===== src/design/tbw_pkg.sv =====
// Types, constants and helper functions of the tile background and window pixel unit.
`timescale 1ns / 1ps
package tbw_pkg;

    localparam int VMEM_AW = 13;
    localparam int BANK_AW = VMEM_AW - 1;
    localparam int CFG_IW  = 3;

    // Item actions
    localparam logic ACT_WRITE  = 1'b0;
    localparam logic ACT_RENDER = 1'b1;

    // Register indexes
    localparam logic [CFG_IW-1:0] CFG_LCD_CONTROL = 3'd0;
    localparam logic [CFG_IW-1:0] CFG_SCROLL_X    = 3'd1;
    localparam logic [CFG_IW-1:0] CFG_SCROLL_Y    = 3'd2;
    localparam logic [CFG_IW-1:0] CFG_WIN_X_POS   = 3'd3;
    localparam logic [CFG_IW-1:0] CFG_WIN_Y_POS   = 3'd4;

    // Control register bits
    localparam int LCDC_BG_EN    = 0;
    localparam int LCDC_BG_MAP   = 3;
    localparam int LCDC_TILE_MODE = 4;
    localparam int LCDC_WIN_EN   = 5;
    localparam int LCDC_WIN_MAP  = 6;

    localparam logic [VMEM_AW-1:0] MAP_LOW  = 13'h1800;
    localparam logic [VMEM_AW-1:0] MAP_HIGH = 13'h1C00;

    localparam logic [7:0] WIN_OFFSET = 8'd7;

    typedef struct packed {
        logic       action;
        logic [12:0] mem_address;
        logic [7:0] mem_data;
        logic [7:0] screen_line;
        logic [7:0] screen_column;
    } t_in_item;

    typedef struct packed {
        logic [7:0]  pixel_line;
        logic [7:0]  pixel_column;
        logic [1:0]  color_index;
        logic        from_window;
        logic [31:0] argb;
    } t_out_item;

    typedef struct packed {
        logic [7:0] lcd_control;
        logic [7:0] scroll_x;
        logic [7:0] scroll_y;
        logic [7:0] win_x_pos;
        logic [7:0] win_y_pos;
    } t_cfg;

    typedef struct packed {
        logic               wr_en;
        logic [VMEM_AW-1:0] wr_addr;
        logic [7:0]         wr_data;
        logic               map_rd;
        logic [VMEM_AW-1:0] map_addr;
        logic               tile_rd;
        logic [BANK_AW-1:0] tile_idx;
    } t_vram_req;

    typedef struct packed {
        logic       busy;
        logic [7:0] map_byte;
        logic [7:0] plane_lo;
        logic [7:0] plane_hi;
    } t_vram_rsp;

    function automatic logic [31:0] shade(input logic [1:0] color);
        logic [31:0] s;
        case (color)
            2'd0: s = 32'hFF9BBC0F;
            2'd1: s = 32'hFF8BAC0F;
            2'd2: s = 32'hFF306230;
            2'd3: s = 32'hFF0F380F;
            default: s = 32'hFF9BBC0F;
        endcase
        return s;
    endfunction

endpackage


===== src/design/tbw_cfg.sv =====
// Configuration register file of the tile background and window pixel unit.
`timescale 1ns / 1ps
module tbw_cfg (
    input  logic                       i_clk,
    input  logic                       i_rst_n,
    input  logic                       i_cfg_we,
    input  logic [tbw_pkg::CFG_IW-1:0] i_cfg_index,
    input  logic [7:0]                 i_cfg_data,
    output tbw_pkg::t_cfg              o_cfg
);
    import tbw_pkg::*;

    t_cfg r_cfg;

    always_ff @(posedge i_clk) begin
        if (!i_rst_n) begin
            r_cfg <= '0;
        end else if (i_cfg_we) begin
            case (i_cfg_index)
                CFG_LCD_CONTROL: r_cfg.lcd_control <= i_cfg_data;
                CFG_SCROLL_X:    r_cfg.scroll_x    <= i_cfg_data;
                CFG_SCROLL_Y:    r_cfg.scroll_y    <= i_cfg_data;
                CFG_WIN_X_POS:   r_cfg.win_x_pos   <= i_cfg_data;
                CFG_WIN_Y_POS:   r_cfg.win_y_pos   <= i_cfg_data;
                default: begin
                end
            endcase
        end
    end

    assign o_cfg = r_cfg;

endmodule


===== config.mk =====
export PLATFORM = sky130hd
export DESIGN_NAME = tbw_cfg
export DESIGN_NICKNAME = d
export VERILOG_FILES = /design/src/design/tbw_pkg.sv /design/src/design/tbw_cfg.sv
export SDC_FILE = /design/constraint.sdc
export NUM_CORES = 1
export LEC_CHECK = 0
export BUFFER_PORTS_ARGS = -buffer_cell sky130_fd_sc_hd__buf_2
export CAP_MARGIN = 5
export CORE_ASPECT_RATIO = 0.8
export CORE_MARGIN = 1.5
export CORE_UTILIZATION = 45
export DETAILED_ROUTE_END_ITERATION = 8
export GPL_ROUTABILITY_DRIVEN = 0
export GPL_TIMING_DRIVEN = 0
export PLACE_DENSITY = 0.74
export SYNTH_ARGS = -nofsm -noshare
export SYNTH_HDL_FRONTEND = slang
export SYNTH_SLANG_ARGS = --single-unit

===== constraint.sdc =====
create_clock -name i_clk -period 1.5 [get_ports i_clk]
set_input_delay 0.225 -clock i_clk [delete_from_list [all_inputs] [get_ports i_clk]]
set_output_delay 0.225 -clock i_clk [all_outputs]
set_load 0.02 [all_outputs]

==> results of run 1 <==
## area by class of cell
| cell class | instances | area (µm²) |
|---|---|---|
| fill | 305 | 1210 |
| sequential | 40 | 801 |
| multi-input combinational | 93 | 633 |
| timing repair buffer | 52 | 260 |
| clock buffer | 7 | 96.3 |
| buffer | 10 | 52.6 |
| tap | 40 | 50.0 |
## cell families after synthesis
kind of cell | synth area share [%]
buffers and inverters | 3.54
flip-flops | 53.9
AND/OR/NAND/NOR | 15.7
multiplexers | 26.9
## cells in the final DEF, fill, tap and decap left out
cell type,instances
clkbuf_8,7
nand2_1,48
nand4bb_1,1
nor4bb_1,1
clkbuf_1,3
or4b_1,1
dfxtp_1,40
buf_6,1
nand4b_1,1
and4bb_1,1
mux2i_1,40
buf_2,58
## layer usage
metal  wire, µm  global-route usage (%)  vias to the layer above
met5          0                       0                        -
met4         31                    8.50                        0
met3        227                    5.76                        2
met2       1590                    32.3                       38
met1       1570                    25.1                      560
li1           -                       -                      591
## how the worst max path moves through the flow
stage	start	to	depth (start not counted)
2_1_floorplan	i_cfg_index[0]	o_cfg[32]	3
3_3_place_gp	i_cfg_index[0]	o_cfg[36]	4
3_5_place_dp	i_cfg_index[0]	o_cfg[34]	4
4_1_cts	o_cfg[21]	o_cfg[21]	1
5_1_grt	i_cfg_index[1]	o_cfg[31]	4
6_report	o_cfg[21]	o_cfg[21]	1
## per-stage QoR
stage / hold slack (ns) / cell area (µm²) / power, mW
floorplan: 0.449 / 1490 / 1.22
global placement: 0.442 / 1800 / 1.28
detailed placement: 0.443 / 1800 / 1.29
CTS: 0.307 / 1890 / 2.03
global route: 0.327 / 1890 / 2.09
finish: 0.303 / 1890 / 2.02
## power by group through the flow
stage | Clock [mW] | Combinational (mW) | Sequential, mW
6_report | 0.760 | 0.167 | 1.10
5_1_grt | 0.813 | 0.180 | 1.10
4_1_cts | 0.762 | 0.169 | 1.10
3_5_place_dp | 0 | 0.168 | 1.12
3_3_place_gp | 0 | 0.163 | 1.12
2_1_floorplan | 0 | 0.0746 | 1.15
## Yosys cell counts
| library cell | n | area share [%] |
|---|---|---|
| buf_6 | 1 | 0.76 |
| and4bb_1 | 1 | 0.84 |
| or4b_1 | 1 | 0.67 |
| dfxtp_1 | 40 | 54 |
| buf_2 | 6 | 2.0 |
| nand2_1 | 48 | 12 |
| nand4b_1 | 1 | 0.59 |
| mux2i_1 | 40 | 27 |
| clkbuf_1 | 3 | 0.76 |
| nand4bb_1 | 1 | 0.76 |
| nor4bb_1 | 1 | 0.67 |
## worst reg2reg max path, stage by stage (launching register included)
cell and delay, ns:
dfxtp_1 0.34, nand2_1 0.06, mux2i_1 0.17
==> impl_metrics.toml, run 1 <==
[status]
status = "complete, no violations"

[drt]
viasPerCell = 4.92
totalWireLength_mm = 3.42
first_pass_iters = 4
wl_per_cell_um = 14.1
drtIter0Drc = 52
antenna_left = 0
vias = 1191
drc = 0

[setup_path]
cp_top_family = "flip-flops"
r2r_setup_slack_ns = 0.86
crit_fanout = 2
r2r_cells = 2
crit_type = "reg2out"
critPathRequiredTime_ns = 1.27
crit_path_start_kind = "flip-flop"
crit_chain = "buf_2"
r2r_start = "o_cfg[34]"
critPathMaxStageDelay_ns = 0.36
worst-path-buf-inv = 1
critPathSlowestCell = "dfxtp_1"
cp.arrival_ns = 0.83
r2r-end = "o_cfg[34]"
end_kind = "output port"

[synthesis]
avgSynthCellArea_um2 = 10.4
syn_inst = 143
yosysSeqAreaShare_pct = 53.9
synth_nets = 157
ys_ff_latch = 40
syn_area_um2 = 1490
synth_cell_type_count = 11
ys_warn_count = 0

[timing]
clock.fmax_ghz = 0.949
period_share_pct = 70.2
setup_viol = 0
fin_ws_ns = 0.447
hold_violations = 0
tightestPinTransition_ns = 0.443
fin_crit_ns = 1.05
slew_headroom_pct = 70.4
finClkSkew_ns = 0
final_max_slew_viol_count = 0
rsz0062_at_grt = "no"
tns_ns = 0

[pwr]
power_leakage_nw = 1.00
p_comb_share_pct = 8.3
seq_power_share_pct = 54.2
internal_power_mw = 1.56
switching_share_pct = 23.2
power_frac_clock_pct = 37.6
p_per_area_nw_per_um2 = 1070
p_switching_mw = 0.469
vdd_drop_max_mv = 0.591

[run]
cap_violations = 0

[min_path]
hold_end = "o_cfg[35]"
min_from = "i_cfg_data[3]"
hold_depth = 3
hold_class = "in2reg"

[placement]
placed_cells = 235
io_buffers = 52
place_ws_ns = 0.190
hpwl_mm = 2.53

[finish]
fin_util_pct = 60.9
layout-drive-gt1-share_pct = 32.7
largest_register_ffs = 40
area.growth.synth_to_final_pct = 27.4
diodes = 0
finalNetCount = 216
finalNonFillerCells = 242

[cts]
clk_latency_ns = 0.29
cts_sinks = 40
clk_pin_slew_ns = 0.07
ctsHoldBuffers = 0
htree_levels = 2
cts_setup_buffers = 0
ctsLongestPathBuffers = 2
cts-root-buf = "clkbuf_8"
numCtsBuffers = 5
cts_tree = "done"
postCtsResizedCells = 0

[global_routing]
grt_max_degree = 12
antenna_found_initial = 0
grt.total_usage_pct = 20.0
overflow = 0
grt_pass1_vias = 1101
grt_pass1_wl_mm = 5.18

[floorplan]
initial_core_util_pct = 47.8
die_area_um2 = 3660
design.core.area_um2 = 3110
dieWidth_um = 67.3
rows = 18
ios = 54
die_h_um = 54.4
Note: power is estimated with default switching activity, not from simulation.
==> run 2: changes to the inputs <==
Clock period 1.5 ns to 1.05 ns, I/O delays scaled along.
==> run 2 against run 1 <==
Core utilization unchanged. Setup slack got worse by 0.37 ns. Sequential share of layout area stayed put. Flip-flop and latch count unchanged. Critical path type unchanged. Largest cell class unchanged. Largest power group unchanged.
==> impl_metrics.toml, run 2 (synthesized netlist as in run 1, its figures left out) <==
[pwr]
vdd_drop_max_mv = 1.12
p_per_area_nw_per_um2 = 1500
power_leakage_nw = 1.01

[drt]
totalWireLength_mm = 3.36
wl_met2_mm = 1.51
wl_met1_mm = 1.50
wl_met3_um = 281
wl_per_cell_um = 13.8
viasPerCell = 4.92
highest_layer = "met4"
vias = 1196
drtIter0Drc = 38
drc = 0
first_pass_iters = 4
antenna_left = 0

[finish]
area.growth.synth_to_final_pct = 27.4
final_common_cell = "buf_2"
diodes = 0
final_cell_mix = "buf_2, nand2_1, mux2i_1, dfxtp_1, clkbuf_8"
layout-drive-gt1-share_pct = 33.5
finalNetCount = 216
final_area_um2 = 1890
largest_register_ffs = 40

[floorplan]
dieWidth_um = 67.3
design.core.area_um2 = 3110
die_h_um = 54.4
initial_core_util_pct = 47.8
rows = 18
die_area_um2 = 3660
ios = 54

[setup_path]
critPathMaxStageDelay_ns = 0.35
crit_fanout = 2
r2r_cells = 2
cp_top_family = "flip-flops"
critPathRequiredTime_ns = 0.89
cp.depth = 1
crit_path_start_kind = "flip-flop"
worst-path-buf-inv = 1
crit_type = "reg2out"
end_kind = "output port"
cp.arrival_ns = 0.82
critPathSlowestCell = "dfxtp_1"
crit_chain = "buf_2"

[min_path]
hold_depth = 3
hold_class = "in2reg"

[timing]
tightestPinTransition_ns = 0.423
slew_headroom_pct = 71.8
setup_viol = 0
final_max_slew_viol_count = 0
rsz0062_at_grt = "no"
clock.fmax_ghz = 1.02
fin_crit_ns = 0.977
tns_ns = 0
finClkSkew_ns = 0
period_share_pct = 93.1
hold_violations = 0

[global_routing]
grt.total_usage_pct = 20.0
grt_pass1_vias = 1116
overflow = 0
antenna_found_initial = 0
grt_max_degree = 13
grt_pass1_wl_mm = 5.15

[cts]
postCtsResizedCells = 0
cts_setup_buffers = 0
clk_pin_slew_ns = 0.07
numCtsBuffers = 5
cts-root-buf = "clkbuf_8"
ctsHoldBuffers = 0
cts_sinks = 40
htree_levels = 2
cts_tree = "done"
ctsLongestPathBuffers = 2
clk_latency_ns = 0.29

[placement]
hpwl_mm = 2.52
io_buffers = 52
dpl-instance-area_um2 = 1800

[status]
status = "complete, no violations"

[run]
cap_violations = 0
==> run 2: changes by cell type in the layout (fill, tap and decap cells not counted) <==
cell	previous run	this run
clkinv_2	0	2
clkbuf_8	7	6
or4b_1	1	0
or4b_4	0	1
==> run 2: power by group <==
part           leakage, nW  total, mW  internal (mW)  switching (mW)
sequential           0.324       1.57           1.55          0.0170
clock               0.0510       1.03          0.524           0.505
combinational        0.631      0.240         0.0883           0.151
==> run 2: final timing paths <==
check | from | end | slack, ns
worst max-delay path | o_cfg[29] | o_cfg[29] | 0.07
worst min-delay path | i_cfg_data[6] | o_cfg[38] | 0.24
worst max register to register | o_cfg[29] | o_cfg[29] | 0.42
worst min register to register | o_cfg[32] | o_cfg[32] | 0.46
==> run 2: cell type report <==
type | count | area, µm²
fillers | 278 | 1210
multi-input cells | 93 | 637
repair buffers | 52 | 260
well taps | 40 | 50.0
flip-flops and latches | 40 | 801
plain buffers | 10 | 52.6
clock inverters | 2 | 10.0
clock buffers | 6 | 82.6
==> run 2: per-layer routing <==
| metal | vias up | track usage (%) |
|---|---|---|
| met5 | - | 0 |
| met3 | 9 | 7.20 |
| met1 | 550 | 23.9 |
| met4 | 0 | 10.2 |
| li1 | 597 | - |
| met2 | 40 | 32.0 |
==> run 2: metrics by stage <==
| stage | hold WS [ns] | power, mW | util, % | setup slack [ns] | instances |
|---|---|---|---|---|---|
| 2_1_floorplan | 0.382 | 1.75 | - | -0.00248 | 143 |
| 3_3_place_gp | 0.441 | 1.83 | 57.9 | -0.161 | 235 |
| 3_5_place_dp | 0.443 | 1.84 | 57.9 | -0.187 | 235 |
| 4_1_cts | 0.241 | 2.86 | 60.9 | 0.0616 | 243 |
| 5_1_grt | 0.265 | 2.95 | 60.9 | 0.0323 | 243 |
| 6_report | 0.236 | 2.84 | 60.9 | 0.0725 | 243 |
==> run 3: changes to the inputs <==
Settings changed: CAP_MARGIN 5 to 20, CELL_PAD_IN_SITES_DETAIL_PLACEMENT set to 1, CELL_PAD_IN_SITES_GLOBAL_PLACEMENT set to 1, CORE_UTILIZATION 45 to 36, PLACE_DENSITY 0.74 to unset, PLACE_DENSITY_LB_ADDON set to 0.1.
==> run 3 against run 2 <==
Global-route usage fell by 1.8 points. Die area rose by 24%. Via count fell by 0.67%. Sequential power barely moved. Clock power barely moved. Clock skew did not move. Register-to-register slack barely moved. Largest power group unchanged. Highest routed layer unchanged. Worst hold slack improved by 0.015 ns. Flip-flop and latch count did not move. Design area rose by 0.99%.
==> impl_metrics.toml, run 3 (synthesized netlist as in run 1, its figures left out) <==
[status]
status = "complete, no violations"

[drt]
vias = 1188
viasPerCell = 4.60
drtIter0Drc = 51
wl_met1_mm = 1.69
wl_met2_mm = 1.81
drc = 0
highest_layer = "met4"
wl_met3_um = 154
totalWireLength_mm = 3.70
antenna_left = 0
wl_per_cell_um = 14.3
first_pass_iters = 4

[setup_path]
r2r_setup_slack_ns = 0.43
r2r-end = "o_cfg[34]"
critPathMaxStageDelay_ns = 0.36
cp.arrival_ns = 0.82
critPathSlowestCell = "dfxtp_1"
crit_type = "reg2out"
r2r_start = "o_cfg[34]"
startpoint = "o_cfg[3]"
cp.depth = 1
crit_chain = "buf_2"
worst-path-buf-inv = 1
critPathRequiredTime_ns = 0.89
crit_path_start_kind = "flip-flop"
endpoint = "o_cfg[3]"
end_kind = "output port"
cp_top_family = "flip-flops"
crit_fanout = 2
r2r_cells = 2

[run]
cap_violations = 0

[placement]
placed_cells = 250
place_ws_ns = -0.202
hpwl_mm = 2.78
io_buffers = 52

[floorplan]
dieWidth_um = 74.8
die_h_um = 60.5
ios = 54
design.core.area_um2 = 3880
die_area_um2 = 4530
rows = 20
initial_core_util_pct = 38.3

[timing]
slew_headroom_pct = 68.3
rsz0062_at_grt = "no"
fin_crit_ns = 0.982
hold_ws_ns = 0.252
final_max_slew_viol_count = 0
finClkSkew_ns = 0
hold_violations = 0
clock.fmax_ghz = 1.02
setup_viol = 0
fin_ws_ns = 0.0679
tightestPinTransition_ns = 0.476
period_share_pct = 93.5
tns_ns = 0

[cts]
cts_setup_buffers = 0
cts_tree = "done"
htree_levels = 2
ctsHoldBuffers = 0
clk_latency_ns = 0.29
clk_pin_slew_ns = 0.08
ctsLongestPathBuffers = 2
numCtsBuffers = 5
cts_sinks = 40
postCtsResizedCells = 0
cts-root-buf = "clkbuf_8"

[pwr]
vdd_drop_max_mv = 0.817
p_per_area_nw_per_um2 = 1490
power_leakage_nw = 1.01

[global_routing]
overflow = 0
grt_max_degree = 13
grt_pass1_vias = 1249
antenna_found_initial = 0
grt_pass1_wl_mm = 5.91
grt.total_usage_pct = 18.1

[finish]
layout-drive-gt1-share_pct = 33.5
final_cell_mix = "buf_2, nand2_1, mux2i_1, dfxtp_1, clkbuf_8"
finalNonFillerCells = 258
final_common_cell = "buf_2"
finalNetCount = 216
area.growth.synth_to_final_pct = 28.6
largest_register_ffs = 40
diodes = 0

[min_path]
hold_class = "in2reg"
run 3: cell counts in the layout (fill, tap and decap cells not counted):
Identical to the previous run, type by type.
run 3: worst min-delay path by stage:
stage	slack, ns	depth (start not counted)	to	from
4_1_cts	0.25	3	o_cfg[0]	i_cfg_data[0]
3_3_place_gp	0.44	2	o_cfg[18]	o_cfg[18]
6_report	0.25	3	o_cfg[3]	i_cfg_data[3]
3_5_place_dp	0.45	2	o_cfg[18]	o_cfg[18]
5_1_grt	0.26	3	o_cfg[7]	i_cfg_data[7]
2_1_floorplan	0.38	2	o_cfg[32]	i_cfg_data[0]
run 3: where the power goes:
| part | leakage, nW | switching, mW | internal, mW | total (mW) |
|---|---|---|---|---|
| Sequential | 0.324 | 0.0161 | 1.55 | 1.57 |
| Combinational | 0.631 | 0.156 | 0.0884 | 0.244 |
| Clock | 0.0510 | 0.512 | 0.524 | 1.04 |
| Total | 1.01 | 0.685 | 2.16 | 2.85 |
run 3: layout make-up:
type                    instances  area [µm²]
plain buffers                  10        52.6
clock buffers                   6        82.6
clock inverters                 2        10.0
fillers                       468        1970
multi-input cells              93         637
flip-flops and latches         40         801
well taps                      55        68.8
repair buffers                 52         260
run 3: worst reg2reg max path, stage by stage (launching register included):
cell and delay [ns]:
dfxtp_1 0.33, nand2_1 0.06, mux2i_1 0.16
run 3: layer usage:
layer | vias up | track usage, %
met5 | - | 0
met4 | 0 | 7.01
met3 | 4 | 4.49
met2 | 29 | 30.6
met1 | 562 | 22.6
li1 | 593 | -
run 3: metrics by stage:
stage / util (%) / instance area (µm²) / total power [mW]
finish: 49.3 / 1910 / 2.85
global placement: 46.9 / 1820 / 1.84
detailed placement: 46.9 / 1820 / 1.85
floorplan: - / 1490 / 1.75
CTS: 49.3 / 1910 / 2.88
global route: 49.3 / 1910 / 2.98
